$ cat config.mk
export PLATFORM = sky130hd
export DESIGN_NAME = crc_checked_frame_deframer
export DESIGN_NICKNAME = d
export VERILOG_FILES = /design/src/cfd_pkg.sv /design/src/cfd_apb_regs.sv /design/src/cfd_core.sv /design/src/crc_checked_frame_deframer.sv
export SDC_FILE = /design/constraint.sdc
export NUM_CORES = 1
export LEC_CHECK = 0
export BUFFER_PORTS_ARGS = -buffer_cell sky130_fd_sc_hd__buf_2
export CAP_MARGIN = 20
export CORE_MARGIN = 3
export CORE_UTILIZATION = 62
export CTS_CLUSTER_DIAMETER = 60
export DETAILED_ROUTE_END_ITERATION = 7
export PLACE_DENSITY = 0.89
export SLEW_MARGIN = 20
export SYNTH_ARGS = -nofsm -noshare
export SYNTH_HDL_FRONTEND = slang
export SYNTH_HIERARCHICAL = 1
export SYNTH_SLANG_ARGS = --single-unit
export TNS_END_PERCENT = 50
$ cat constraint.sdc
create_clock -name clk -period 14.11 [get_ports clk]
set_input_delay 0.7055 -clock clk [delete_from_list [all_inputs] [get_ports clk]]
set_output_delay 0.7055 -clock clk [all_outputs]
set_load 0.005 [all_outputs]
$ cat src/cfd_pkg.sv
`timescale 1ns / 1ps
// ----------------------------------------------------------------------------
// cfd_pkg
// Shared types, codes and the bytewise CRC-16/MODBUS step for the deframer.
// ----------------------------------------------------------------------------
package cfd_pkg;

  localparam logic [15:0] CRC_INIT = 16'hFFFF;
  localparam logic [15:0] CRC_POLY = 16'hA001;
  localparam logic [15:0] CRC_LSB  = 16'h0001;

  // Register indexes (byte address = 4 * index)
  localparam logic [1:0] REG_SYNC_FIRST  = 2'd0;
  localparam logic [1:0] REG_SYNC_SECOND = 2'd1;
  localparam logic [1:0] REG_MAX_PAYLOAD = 2'd2;

  localparam logic [7:0]  SYNC_FIRST_RST  = 8'hEB;
  localparam logic [7:0]  SYNC_SECOND_RST = 8'h90;
  localparam logic [15:0] MAX_PAYLOAD_RST = 16'd4088;

  // Result kinds
  localparam logic [1:0] KIND_DATA     = 2'd0;
  localparam logic [1:0] KIND_GOOD     = 2'd1;
  localparam logic [1:0] KIND_BAD_CRC  = 2'd2;
  localparam logic [1:0] KIND_OVERSIZE = 2'd3;

  typedef enum logic [8:0] {
    PH_SYNC1 = 9'b000000001,
    PH_SYNC2 = 9'b000000010,
    PH_VER   = 9'b000000100,
    PH_CMD   = 9'b000001000,
    PH_LENHI = 9'b000010000,
    PH_LENLO = 9'b000100000,
    PH_DATA  = 9'b001000000,
    PH_CRCHI = 9'b010000000,
    PH_CRCLO = 9'b100000000
  } phase_t;

  typedef struct packed {
    logic [7:0]  sync_first;
    logic [7:0]  sync_second;
    logic [15:0] max_payload;
  } cfg_t;

  typedef struct packed {
    logic        vld;
    logic [1:0]  kind;
    logic [7:0]  command;
    logic [7:0]  version_byte;
    logic [7:0]  data_byte;
    logic [15:0] frame_length;
    logic [15:0] computed_crc;
  } res_t;

  // One byte through the reflected CRC, eight shift steps.
  function automatic logic [15:0] crc16_byte(input logic [15:0] crc, input logic [7:0] b);
    logic [15:0] c;
    c = crc ^ {8'h00, b};
    for (int i = 0; i < 8; i++) begin
      if ((c & CRC_LSB) != 16'h0000) c = (c >> 1) ^ CRC_POLY;
      else                           c = c >> 1;
    end
    return c;
  endfunction

endpackage

$ cat src/cfd_apb_regs.sv
`timescale 1ns / 1ps
// ----------------------------------------------------------------------------
// cfd_apb_regs
// APB register file: sync word bytes and the payload length limit.
// ----------------------------------------------------------------------------
module cfd_apb_regs (
  input  logic              clk,
  input  logic              rst_n,
  input  logic              psel,
  input  logic              penable,
  input  logic              pwrite,
  input  logic [3:0]        paddr,
  input  logic [31:0]       pwdata,
  output logic [31:0]       prdata,
  output logic              pready,
  output cfd_pkg::cfg_t     cfg
);
  import cfd_pkg::*;

  logic [7:0]  sync_first_r;
  logic [7:0]  sync_second_r;
  logic [15:0] max_payload_r;
  logic        wr_en;
  logic [1:0]  idx;

  assign pready = 1'b1;
  assign idx    = paddr[3:2];
  assign wr_en  = psel && penable && pwrite;

  always_ff @(posedge clk) begin
    if (!rst_n) begin
      sync_first_r  <= SYNC_FIRST_RST;
      sync_second_r <= SYNC_SECOND_RST;
      max_payload_r <= MAX_PAYLOAD_RST;
    end else if (wr_en) begin
      unique case (idx)
        REG_SYNC_FIRST:  sync_first_r  <= pwdata[7:0];
        REG_SYNC_SECOND: sync_second_r <= pwdata[7:0];
        REG_MAX_PAYLOAD: max_payload_r <= pwdata[15:0];
        default: ;
      endcase
    end
  end

  always_comb begin
    unique case (idx)
      REG_SYNC_FIRST:  prdata = {24'h0, sync_first_r};
      REG_SYNC_SECOND: prdata = {24'h0, sync_second_r};
      REG_MAX_PAYLOAD: prdata = {16'h0, max_payload_r};
      default:         prdata = 32'h0;
    endcase
  end

  assign cfg.sync_first  = sync_first_r;
  assign cfg.sync_second = sync_second_r;
  assign cfg.max_payload = max_payload_r;

endmodule

$ cat src/cfd_core.sv
`timescale 1ns / 1ps
// ----------------------------------------------------------------------------
// cfd_core
// Frame phase machine and CRC accumulator; one byte per enabled cycle.
// ----------------------------------------------------------------------------
module cfd_core (
  input  logic           clk,
  input  logic           rst_n,
  input  logic           en,
  input  logic [7:0]     rx_byte,
  input  cfd_pkg::cfg_t  cfg,
  output cfd_pkg::res_t  res
);
  import cfd_pkg::*;

  phase_t      phase_r,  phase_nxt;
  logic [15:0] crc_r,    crc_nxt;
  logic [15:0] cnt_r,    cnt_nxt;
  logic [15:0] len_r,    len_nxt;
  logic [7:0]  cmd_r,    cmd_nxt;
  logic [7:0]  ver_r,    ver_nxt;
  logic [7:0]  crchi_r,  crchi_nxt;
  logic [15:0] crc_upd;
  logic [15:0] crc_restart;
  logic [15:0] rx_crc;

  assign crc_upd     = crc16_byte(crc_r, rx_byte);
  assign crc_restart = crc16_byte(CRC_INIT, rx_byte);
  assign rx_crc      = {crchi_r, rx_byte};

  always_comb begin
    phase_nxt = phase_r;
    crc_nxt   = crc_r;
    cnt_nxt   = cnt_r;
    len_nxt   = len_r;
    cmd_nxt   = cmd_r;
    ver_nxt   = ver_r;
    crchi_nxt = crchi_r;
    res.vld          = 1'b0;
    res.kind         = KIND_DATA;
    res.data_byte    = 8'h00;
    res.computed_crc = 16'h0000;
    unique case (phase_r)
      PH_SYNC2: begin
        if (rx_byte == cfg.sync_second) begin
          crc_nxt   = crc_upd;
          phase_nxt = PH_VER;
        end else if (rx_byte == cfg.sync_first) begin
          crc_nxt   = crc_restart;
          phase_nxt = PH_SYNC2;
        end else begin
          crc_nxt   = CRC_INIT;
          phase_nxt = PH_SYNC1;
        end
      end
      PH_VER: begin
        ver_nxt   = rx_byte;
        crc_nxt   = crc_upd;
        phase_nxt = PH_CMD;
      end
      PH_CMD: begin
        cmd_nxt   = rx_byte;
        crc_nxt   = crc_upd;
        phase_nxt = PH_LENHI;
      end
      PH_LENHI: begin
        len_nxt   = {rx_byte, 8'h00};
        crc_nxt   = crc_upd;
        phase_nxt = PH_LENLO;
      end
      PH_LENLO: begin
        len_nxt = {len_r[15:8], rx_byte};
        cnt_nxt = 16'h0000;
        if (len_nxt > cfg.max_payload) begin
          res.vld   = 1'b1;
          res.kind  = KIND_OVERSIZE;
          crc_nxt   = CRC_INIT;
          phase_nxt = PH_SYNC1;
        end else begin
          crc_nxt   = crc_upd;
          phase_nxt = (len_nxt == 16'h0000) ? PH_CRCHI : PH_DATA;
        end
      end
      PH_DATA: begin
        crc_nxt = crc_upd;
        cnt_nxt = cnt_r + 16'd1;
        if (cnt_nxt >= len_r) phase_nxt = PH_CRCHI;
        res.vld       = 1'b1;
        res.kind      = KIND_DATA;
        res.data_byte = rx_byte;
      end
      PH_CRCHI: begin
        crchi_nxt = rx_byte;
        phase_nxt = PH_CRCLO;
      end
      PH_CRCLO: begin
        res.vld          = 1'b1;
        res.kind         = (rx_crc == crc_r) ? KIND_GOOD : KIND_BAD_CRC;
        res.computed_crc = crc_r;
        crc_nxt          = CRC_INIT;
        phase_nxt        = PH_SYNC1;
      end
      default: begin
        // hunting for the first sync byte
        if (rx_byte == cfg.sync_first) begin
          crc_nxt   = crc_restart;
          phase_nxt = PH_SYNC2;
        end else begin
          crc_nxt   = CRC_INIT;
          phase_nxt = PH_SYNC1;
        end
      end
    endcase
    res.command      = cmd_r;
    res.version_byte = ver_r;
    res.frame_length = len_nxt;
  end

  always_ff @(posedge clk) begin
    if (!rst_n) begin
      phase_r <= PH_SYNC1;
      crc_r   <= CRC_INIT;
      cnt_r   <= 16'h0000;
      len_r   <= 16'h0000;
      cmd_r   <= 8'h00;
      ver_r   <= 8'h00;
      crchi_r <= 8'h00;
    end else if (en) begin
      phase_r <= phase_nxt;
      crc_r   <= crc_nxt;
      cnt_r   <= cnt_nxt;
      len_r   <= len_nxt;
      cmd_r   <= cmd_nxt;
      ver_r   <= ver_nxt;
      crchi_r <= crchi_nxt;
    end
  end

  // Outside a frame the accumulator holds the initial value.
  a_crc_idle: assert property (@(posedge clk) disable iff (!rst_n)
    phase_r == PH_SYNC1 |-> crc_r == CRC_INIT)
    else $error("crc not reset while hunting");

  // The payload counter never runs past the declared length.
  a_cnt_bound: assert property (@(posedge clk) disable iff (!rst_n)
    phase_r == PH_DATA |-> cnt_r < len_r)
    else $error("payload counter overran length");

  // An oversize drop always sends the machine back to hunting.
  a_drop_hunt: assert property (@(posedge clk) disable iff (!rst_n)
    en && res.vld && res.kind == KIND_OVERSIZE |=> phase_r == PH_SYNC1)
    else $error("drop did not resync");

endmodule

$ cat src/crc_checked_frame_deframer.sv
`timescale 1ns / 1ps
// ----------------------------------------------------------------------------
// crc_checked_frame_deframer
// Sync-word / length / CRC-16 MODBUS frame deframer, one byte per item.
// ----------------------------------------------------------------------------
//  channel   direction  handshake           payload
//  in_       in         in_valid/in_ready   in_rx_byte
//  out_      out        out_valid/out_ready kind, command, version_byte,
//                                           data_byte, frame_length, computed_crc
//  cfg (APB) in         psel/penable/pready sync_first, sync_second, max_payload
//
//  One item per cycle sustained while the result side is not stalled.
//  The byte-wide CRC step plus phase update sits between the
//  input register and the result register.
//  Synchronous active-low reset returns to hunting for the first sync byte.
//  A stalled result holds the result register; the input register still
//  takes one item, then in_ready drops until the result is taken.
// ----------------------------------------------------------------------------
module crc_checked_frame_deframer (
  input  logic        clk,
  input  logic        rst_n,
  // input bytes
  input  logic        in_valid,
  output logic        in_ready,
  input  logic [7:0]  in_rx_byte,
  // result items
  output logic        out_valid,
  input  logic        out_ready,
  output logic [1:0]  out_kind,
  output logic [7:0]  out_command,
  output logic [7:0]  out_version_byte,
  output logic [7:0]  out_data_byte,
  output logic [15:0] out_frame_length,
  output logic [15:0] out_computed_crc,
  // configuration
  input  logic        psel,
  input  logic        penable,
  input  logic        pwrite,
  input  logic [3:0]  paddr,
  input  logic [31:0] pwdata,
  output logic [31:0] prdata,
  output logic        pready
);
  import cfd_pkg::*;

  cfg_t        cfg;
  res_t        res;
  res_t        out_r;
  logic        out_vld_r, out_vld_nxt;
  logic        stg_vld_r, stg_vld_nxt;
  logic [7:0]  stg_byte_r;
  logic        stg_adv;
  logic        in_acc;

  cfd_apb_regs u_regs (
    .clk     (clk),
    .rst_n   (rst_n),
    .psel    (psel),
    .penable (penable),
    .pwrite  (pwrite),
    .paddr   (paddr),
    .pwdata  (pwdata),
    .prdata  (prdata),
    .pready  (pready),
    .cfg     (cfg)
  );

  // Staged byte moves through the core only when the result slot is free
  // (or being emptied this cycle), so a result is never overwritten.
  assign stg_adv  = stg_vld_r && (!out_vld_r || out_ready);
  assign in_ready = !stg_vld_r || stg_adv;
  assign in_acc   = in_valid && in_ready;

  cfd_core u_core (
    .clk     (clk),
    .rst_n   (rst_n),
    .en      (stg_adv),
    .rx_byte (stg_byte_r),
    .cfg     (cfg),
    .res     (res)
  );

  always_comb begin
    stg_vld_nxt = in_acc ? 1'b1 : (stg_adv ? 1'b0 : stg_vld_r);
    if (stg_adv)        out_vld_nxt = res.vld;
    else if (out_ready) out_vld_nxt = 1'b0;
    else                out_vld_nxt = out_vld_r;
  end

  // control
  always_ff @(posedge clk) begin
    if (!rst_n) begin
      stg_vld_r <= 1'b0;
      out_vld_r <= 1'b0;
    end else begin
      stg_vld_r <= stg_vld_nxt;
      out_vld_r <= out_vld_nxt;
    end
  end

  // payload
  always_ff @(posedge clk) begin
    if (in_acc) stg_byte_r <= in_rx_byte;
    if (stg_adv && res.vld) out_r <= res;
  end

  assign out_valid        = out_vld_r;
  assign out_kind         = out_r.kind;
  assign out_command      = out_r.command;
  assign out_version_byte = out_r.version_byte;
  assign out_data_byte    = out_r.data_byte;
  assign out_frame_length = out_r.frame_length;
  assign out_computed_crc = out_r.computed_crc;

  // Core never advances into a full, stalled result register.
  a_no_overwrite: assert property (@(posedge clk) disable iff (!rst_n)
    out_vld_r && !out_ready |-> !stg_adv)
    else $error("result overwritten");

  // An empty input register always takes an item.
  a_ready_empty: assert property (@(posedge clk) disable iff (!rst_n)
    !stg_vld_r |-> in_ready)
    else $error("ready low with empty stage");

  // Only payload items carry a data byte.
  a_data_zero: assert property (@(posedge clk) disable iff (!rst_n)
    out_vld_r && out_r.kind != KIND_DATA |-> out_r.data_byte == 8'h00)
    else $error("data byte on end item");

  // A staged byte not advanced stays staged.
  a_stage_hold: assert property (@(posedge clk) disable iff (!rst_n)
    stg_vld_r && !stg_adv |=> stg_vld_r && $stable(stg_byte_r))
    else $error("staged byte lost");

endmodule

* Yosys cells after proc, flatten, opt, wreduce, memory -nomap -nowiden *
Index checks and enable logic that the tools add are counted.

storage, ports and cells
  input bits = 51
  flip-flop bits (word level) = 181

cells by class
  muxes and demuxes = 36
  reductions and logical operators = 24
  bitwise logic cells = 19
  add/sub/neg operators = 1
  magnitude comparators = 2
  equality and inequality tests = 14

operators by type and width
  cell                                                                    number
  16-bit two-way mux                                                      19
  16-bit case mux with 5 select lines                                     1
  9-bit case mux with 8 select lines                                      1
  16-bit case mux with 2 select lines                                     2
  2-bit NOT with 3-bit output                                             16
  16-bit case mux with 3 select lines                                     1
  9-bit two-way mux                                                       2
  2-bit AND reduction                                                     9
  16-bit by 1-bit adder with 16-bit output (second input constant)        1
  16-bit equality test                                                    1
  8-bit equality test                                                     2
  16-bit >= comparator                                                    1
  16-bit > comparator                                                     1
  16-bit logical NOT                                                      1
  8-bit NOT with 16-bit output                                            1
  16-bit by 8-bit XOR with 16-bit output                                  1
  9-bit by 2-bit equality test with 1-bit output (second input constant)  1
  9-bit by 3-bit equality test with 1-bit output (second input constant)  1
  9-bit by 4-bit equality test with 1-bit output (second input constant)  1
  9-bit by 5-bit equality test with 1-bit output (second input constant)  1
  9-bit by 6-bit equality test with 1-bit output (second input constant)  1
  9-bit by 7-bit equality test with 1-bit output (second input constant)  1
  9-bit by 8-bit equality test with 1-bit output (second input constant)  1
  9-bit equality test (second input constant)                             1
  15 further kinds                                                        28

* Logic depth before layout (Yosys ltp) *
  depth after elaboration = 20
  mapped depth = 15
  mapped depth without buffers = 14

* Modules after synthesis *
Netlist, hierarchy kept.

by module, submodules not included
  module                      instances  cells an instance  sequential area each (sq um)  area each (sq um)
  cfd_core                    1          679                1621.6                        5532.8
  crc_checked_frame_deframer  1          79                 2021.9                        2094.5
  cfd_apb_regs                1          187                640.6                         1610.3

* Least setup slack after synthesis *
OpenSTA, ideal clock, no wires.

  kind = register -> register
  from = register stg_byte_r[0]
  to = register out_r (netlist bit out_command[0]) (enable)
  setup time = 474 ps
  arrival time = 4062 ps
  stages on the path, launching flop included = 11
  slack = 9575 ps
  buffers on the path = 1
  cell sequence = edfxtp_1 > clkbuf_1 > inv_1 > ha_1 > nand2b_1 > a21oi_1 > o311ai_0 > a21bo_2 > nand3_1 > nand2_1 > nor2_1

RTL lines
  what                    line                               RTL
  from (decl)             crc_checked_frame_deframer.sv:51   logic [7:0] stg_byte_r;
  from (signal assigned)  crc_checked_frame_deframer.sv:103  if (in_acc) stg_byte_r <= in_rx_byte;
  to (signal assigned)    crc_checked_frame_deframer.sv:104  if (stg_adv && res.vld) out_r <= res;
  to (decl)               crc_checked_frame_deframer.sv:48   res_t out_r;

* Worst setup path in the final report *
  from = register u_core.cnt_r[0]
  to = register u_core.phase_r[0]

between the ends
  word-level cells in the longest chain between the ends = 4

ends and longest elaborated chain
  what                                                               line             RTL
  from (decl)                                                        cfd_core.sv:18   logic [15:0] cnt_r, cnt_nxt;
  from (signal assigned)                                             cfd_core.sv:131  cnt_r <= cnt_nxt;
  16-bit by 1-bit adder with 16-bit output                           cfd_core.sv:86   cnt_nxt = cnt_r + 16'd1;
  16-bit >= comparator                                               cfd_core.sv:87   if (cnt_nxt >= len_r) phase_nxt = PH_CRCHI;
  2-bit by 1-bit inequality test with 1-bit output (no source line)  --
  2-bit AND reduction (no source line)                               --
  to (signal assigned)                                               cfd_core.sv:129  phase_r <= phase_nxt;
  to (decl)                                                          cfd_core.sv:16   phase_t phase_r, phase_nxt;

Every way passes these cells.
A chain may end at the register's enable or synchronous reset.

==> metrics.txt <==
# TYPE chip_impl_metric gauge
chip_impl_info{name="status",value="completed"} 1
chip_impl_metric{name="placementRows",unit=""} 43
chip_impl_metric{name="groute.usage.overall",unit="%"} 27.2
chip_impl_metric{name="drv_cap",unit=""} 0
chip_impl_metric{name="post-place-cells",unit=""} 1188
chip_impl_metric{name="die_h",unit="um"} 128
chip_impl_metric{name="worst_path_required_time",unit="ps"} 14390
chip_impl_metric{name="timing.critical_path.arrival",unit="ps"} 4030
chip_impl_metric{name="nets",unit=""} 1117
chip_impl_metric{name="finalWirelength",unit="um"} 21700
chip_impl_metric{name="drc_viols",unit=""} 0
chip_impl_metric{name="global_route.overflow_total",unit=""} 0
chip_impl_metric{name="clock_power_share",unit="%"} 43.2
chip_impl_metric{name="filler_cell_count",unit=""} 1051
chip_impl_info{name="worst_path_most_repeated_cell",value="sky130_fd_sc_hd__ha_1"} 1
chip_impl_info{name="worstSetupEndpointType",value="flop"} 1
chip_impl_metric{name="cts_setup_buffers",unit=""} 0
chip_impl_metric{name="async_flop_share",unit="%"} 0
chip_impl_metric{name="leakage",unit="nW"} 4.25
chip_impl_metric{name="period_needed",unit="ps"} 3750
chip_impl_metric{name="io_buffers",unit=""} 108
chip_impl_info{name="critical_path.slowest_cell",value="sky130_fd_sc_hd__o21ai_1"} 1
chip_impl_metric{name="seqPwrFrac",unit="%"} 49.6
chip_impl_info{name="tritoncts",value="yes"} 1
chip_impl_info{name="clk_root_buffer_cell",value="sky130_fd_sc_hd__clkbuf_16"} 1
chip_impl_metric{name="drtIter0Drc",unit=""} 702
chip_impl_metric{name="drt.antenna.violating_nets",unit=""} 0
chip_impl_metric{name="synthToLayoutAreaGrowth",unit="%"} 11.5
chip_impl_metric{name="final_hpwl_from_detailed_placement",unit="um"} 14700
chip_impl_metric{name="cpPeakStageDelay",unit="ps"} 790
chip_impl_metric{name="floorplan.initialDensity",unit="%"} 65.0
chip_impl_metric{name="syn-mean-instance-area",unit="um2"} 9.78
chip_impl_metric{name="cts_repair_resize_count",unit=""} 0
chip_impl_metric{name="clk-insertion-delay-late",unit="ps"} 440
chip_impl_metric{name="final_core_util",unit="%"} 72.5
chip_impl_metric{name="irDropWorstVdd",unit="mV"} 0.0803
chip_impl_metric{name="seq_area_frac_synth",unit="%"} 46.4
chip_impl_metric{name="power.internal",unit="uW"} 844
chip_impl_metric{name="post_route_cells_drive_above_1_share",unit="%"} 16.2
chip_impl_metric{name="worst_slew_pin_slew",unit="ps"} 1030
chip_impl_metric{name="first_pass_iters",unit=""} 7
chip_impl_metric{name="post_layout_nonfiller_instances",unit=""} 1220
chip_impl_metric{name="syn-instance-count",unit=""} 945
chip_impl_metric{name="antennaDiodeCount",unit=""} 0
chip_impl_info{name="timing.hold.worst.class",value="flop to flop"} 1
chip_impl_metric{name="grt_antenna_before_repair",unit=""} 0
chip_impl_info{name="setup_repair_after_global_routing_missed_its_margin",value="false"} 1
chip_impl_metric{name="hold_slack",unit="ps"} 434
chip_impl_metric{name="skew",unit="ps"} 9.04
chip_impl_metric{name="numCtsBuffers",unit=""} 17
chip_impl_metric{name="grt_pass1_vias",unit=""} 6950
chip_impl_metric{name="synth_edf_count",unit=""} 66
chip_impl_metric{name="yosys.cell_types.count",unit=""} 71
chip_impl_metric{name="die_w",unit="um"} 128
chip_impl_info{name="path_class",value="flop to flop"} 1
chip_impl_metric{name="netlist_area_pre_place",unit="mm2"} 0.00924
chip_impl_metric{name="routed-via-count",unit=""} 7181
chip_impl_metric{name="pwr-share-comb",unit="%"} 7.2
chip_impl_metric{name="pwr_density_cell",unit="mW/mm2"} 108
chip_impl_metric{name="report.power.total",unit="mW"} 1.11
chip_impl_metric{name="final.period_utilization",unit="%"} 26.6
chip_impl_metric{name="pin_count_of_the_biggest_net_entering_global_routing",unit=""} 102
chip_impl_info{name="path_cells",value="ha_1 -> inv_1 -> nor2_1 -> and2_1 -> and3_1 -> xor2_1 -> ha_1 -> nor2b_1 -> o21ai_0 -> o2111ai_1 -> o21ai_1 -> mux2i_1 -> nand2_1"} 1
chip_impl_metric{name="finalSetupViolCount",unit=""} 0
chip_impl_metric{name="cts_hold_repair.buffers",unit=""} 0
chip_impl_metric{name="wire_length_of_the_first_global_routing_pass",unit="um"} 35000
chip_impl_metric{name="cts_num_sinks",unit=""} 181
chip_impl_metric{name="die-area",unit="mm2"} 0.0164
chip_impl_metric{name="fin_setup_tns",unit="ps"} 0
chip_impl_info{name="crit_family",value="compound AO/OA/AOI/OAI gates"} 1
chip_impl_metric{name="p_sw",unit="uW"} 270
chip_impl_metric{name="worst_setup_hold_path_clk_slew",unit="ps"} 70
chip_impl_metric{name="clock_path_buffers",unit=""} 2
chip_impl_metric{name="gp_congestion",unit=""} 0.942
chip_impl_metric{name="core_area",unit="mm2"} 0.0142
chip_impl_metric{name="yosys_warnings",unit=""} 6
chip_impl_metric{name="power.share.switching",unit="%"} 24.2
chip_impl_metric{name="maxSlewHeadroom",unit="%"} 31.0
chip_impl_metric{name="crit_fanout",unit=""} 11
chip_impl_metric{name="cp.buffers_inverters",unit=""} 1
chip_impl_metric{name="cts.htree.levels",unit=""} 4
chip_impl_metric{name="drt-wirelength-per-cell",unit="um"} 17.8
chip_impl_metric{name="synth.ff_latch_count",unit=""} 181
chip_impl_metric{name="slew_viol_final",unit=""} 0
chip_impl_metric{name="viasPerCell",unit=""} 5.89
chip_impl_info{name="yosys_most_used_dff",value="sky130_fd_sc_hd__dfxtp_1"} 1
chip_impl_metric{name="total_i_o_pin_count",unit=""} 144
chip_impl_metric{name="max_freq",unit="MHz"} 267
chip_impl_info{name="startpoint_type",value="flop"} 1
chip_impl_metric{name="report.final.hold_viol_count",unit=""} 0
[path summary, 6_finish.rpt]
check / startpoint / end / slack, ps / cells past startpoint
worst min-delay path: u_core/cmd_r[5]$_SDFFE_PN0P_ / out_command[5]$_DFFE_PP_ / 430 / 0
worst max-delay path: u_core/cnt_r[0]$_SDFFE_PN0P_ / u_core/phase_r[0]$_SDFFE_PN1P_ / 10360 / 13
worst min register to register: u_core/cmd_r[5]$_SDFFE_PN0P_ / out_command[5]$_DFFE_PP_ / 430 / 0
worst max register to register: u_core/cnt_r[0]$_SDFFE_PN0P_ / u_core/phase_r[0]$_SDFFE_PN1P_ / 10360 / 13
[sequential cells by signal, indices dropped and copies added (netlist names), 9 cells and up]
signal	count
u_core/cnt_r	16
u_core/crc_r	16
u_regs/max_payload_r	16
out_computed_crc	16
out_frame_length	16
u_core/len_r	16
u_core/phase_r	9
[worst register-to-register path, cell delays in order (launching register included)]
cell                        delay (ps)
sky130_fd_sc_hd__dfxtp_1           420
sky130_fd_sc_hd__ha_1              250
sky130_fd_sc_hd__inv_1              70
sky130_fd_sc_hd__nor2_1            340
sky130_fd_sc_hd__and2_1            260
sky130_fd_sc_hd__and3_1            230
sky130_fd_sc_hd__xor2_1            190
sky130_fd_sc_hd__ha_1              270
sky130_fd_sc_hd__nor2b_1           130
sky130_fd_sc_hd__o21ai_0           170
sky130_fd_sc_hd__o2111ai_1         140
sky130_fd_sc_hd__o21ai_1           790
sky130_fd_sc_hd__mux2i_1           270
sky130_fd_sc_hd__nand2_1            80
[Yosys cell counts (3+ instances only)]
cell / n / area share, %
sky130_fd_sc_hd__xor2_1: 13 / 1.2
sky130_fd_sc_hd__nor3b_1: 3 / 0.24
sky130_fd_sc_hd__nor2_1: 75 / 3.0
sky130_fd_sc_hd__a22o_1: 7 / 0.66
sky130_fd_sc_hd__buf_2: 9 / 0.49
sky130_fd_sc_hd__buf_6: 7 / 0.85
sky130_fd_sc_hd__o32a_1: 9 / 0.98
sky130_fd_sc_hd__edfxtp_1: 66 / 21
sky130_fd_sc_hd__nand3_1: 25 / 1.4
sky130_fd_sc_hd__and4_1: 3 / 0.28
sky130_fd_sc_hd__a21oi_1: 42 / 2.3
sky130_fd_sc_hd__a22oi_1: 8 / 0.65
sky130_fd_sc_hd__nor2b_1: 38 / 2.6
sky130_fd_sc_hd__o211a_1: 13 / 1.4
sky130_fd_sc_hd__xnor2_2: 4 / 0.70
sky130_fd_sc_hd__and3_1: 5 / 0.34
sky130_fd_sc_hd__mux2i_1: 38 / 4.1
sky130_fd_sc_hd__nor3_1: 14 / 0.76
sky130_fd_sc_hd__buf_4: 20 / 1.6
sky130_fd_sc_hd__nand2_1: 93 / 3.8
sky130_fd_sc_hd__or3_1: 3 / 0.20
sky130_fd_sc_hd__o211ai_1: 5 / 0.41
sky130_fd_sc_hd__nand3b_1: 5 / 0.41
sky130_fd_sc_hd__and2_1: 30 / 2.0
sky130_fd_sc_hd__o21ai_0: 28 / 1.5
sky130_fd_sc_hd__nand4_1: 16 / 1.1
sky130_fd_sc_hd__a211oi_1: 3 / 0.24
sky130_fd_sc_hd__inv_1: 46 / 1.9
sky130_fd_sc_hd__o21ai_1: 9 / 0.49
sky130_fd_sc_hd__a21o_1: 4 / 0.33
sky130_fd_sc_hd__xnor2_1: 51 / 4.8
sky130_fd_sc_hd__clkbuf_1: 28 / 1.1
sky130_fd_sc_hd__a21boi_1: 20 / 1.6
sky130_fd_sc_hd__ha_1: 39 / 5.3
sky130_fd_sc_hd__dfxtp_1: 115 / 25
[cells by family (layout without fill, tap and decap cells)]
logic type	count (synthesis)	count (layout)	share of synthesized area [%]
xor+xnor	70	70	7.21
compound gates	172	172	12.7
fa+ha+maj	39	39	5.28
buf+inv	114	194	6.31
other cells	2	17	0.0813
flops	181	181	46.4
mux	38	38	4.12
simple gates	329	329	17.9
[cell type report]
cell class	instances	area, um2	share of cell area (%)
Clock buffer	18	429	4.17
Multi-Input combinational cell	665	4430	43.1
Clock inverter	14	165	1.60
Sequential cell	181	4280	41.6
Inverter	49	184	1.79
Timing Repair Buffer	113	578	5.61
Tap cell	180	225	2.19
[routing by layer]
layer  part of all wire, %  track usage (%)  wire length, um  up-vias
met2                    48             44.7            10400      338
met4                   2.7             11.4              586        0
li1                      -                -                -     3405
met5                     0                0                0        -
met1                    42             35.0             9060     3390
met3                   7.7             5.92             1660       48
[per-stage QoR]
stage                     worst slack (ps)  instance area [um2]
after floorplan                       9570                 9290
after global placement               10420                 9710
after detailed placement             10420                 9710
after CTS                            10400                10300
after global routing                 10060                10300
final                                10360                10300
[layout by cell type, fill, tap and decap left out, types with 9 or more instances in the layout]
cell	instances
sky130_fd_sc_hd__inv_1	46
sky130_fd_sc_hd__clkbuf_16	17
sky130_fd_sc_hd__o211a_1	13
sky130_fd_sc_hd__nor2_1	74
sky130_fd_sc_hd__ha_1	39
sky130_fd_sc_hd__o21ai_0	28
sky130_fd_sc_hd__nand2_1	93
sky130_fd_sc_hd__nand4_1	16
sky130_fd_sc_hd__and2_1	30
sky130_fd_sc_hd__nand3_1	25
sky130_fd_sc_hd__buf_2	108
sky130_fd_sc_hd__xor2_1	13
sky130_fd_sc_hd__mux2i_1	38
sky130_fd_sc_hd__o32a_1	9
sky130_fd_sc_hd__o21ai_1	9
sky130_fd_sc_hd__edfxtp_1	66
sky130_fd_sc_hd__nor2b_1	38
sky130_fd_sc_hd__a21boi_1	20
sky130_fd_sc_hd__dfxtp_1	115
sky130_fd_sc_hd__nor3_1	14
sky130_fd_sc_hd__a21oi_1	42
sky130_fd_sc_hd__conb_1	17
sky130_fd_sc_hd__xnor2_1	51
[power groups by stage]
stage / Combinational [mW] / Clock [mW] / Sequential (mW)
finish: 0.0804 / 0.481 / 0.553
global route: 0.0877 / 0.508 / 0.553
CTS: 0.0793 / 0.484 / 0.553
detailed placement: 0.0772 / 0 / 0.565
global placement: 0.0752 / 0 / 0.564
floorplan: 0.0648 / 0 / 0.558
No activity file was read; power rests on OpenSTA's default activity.
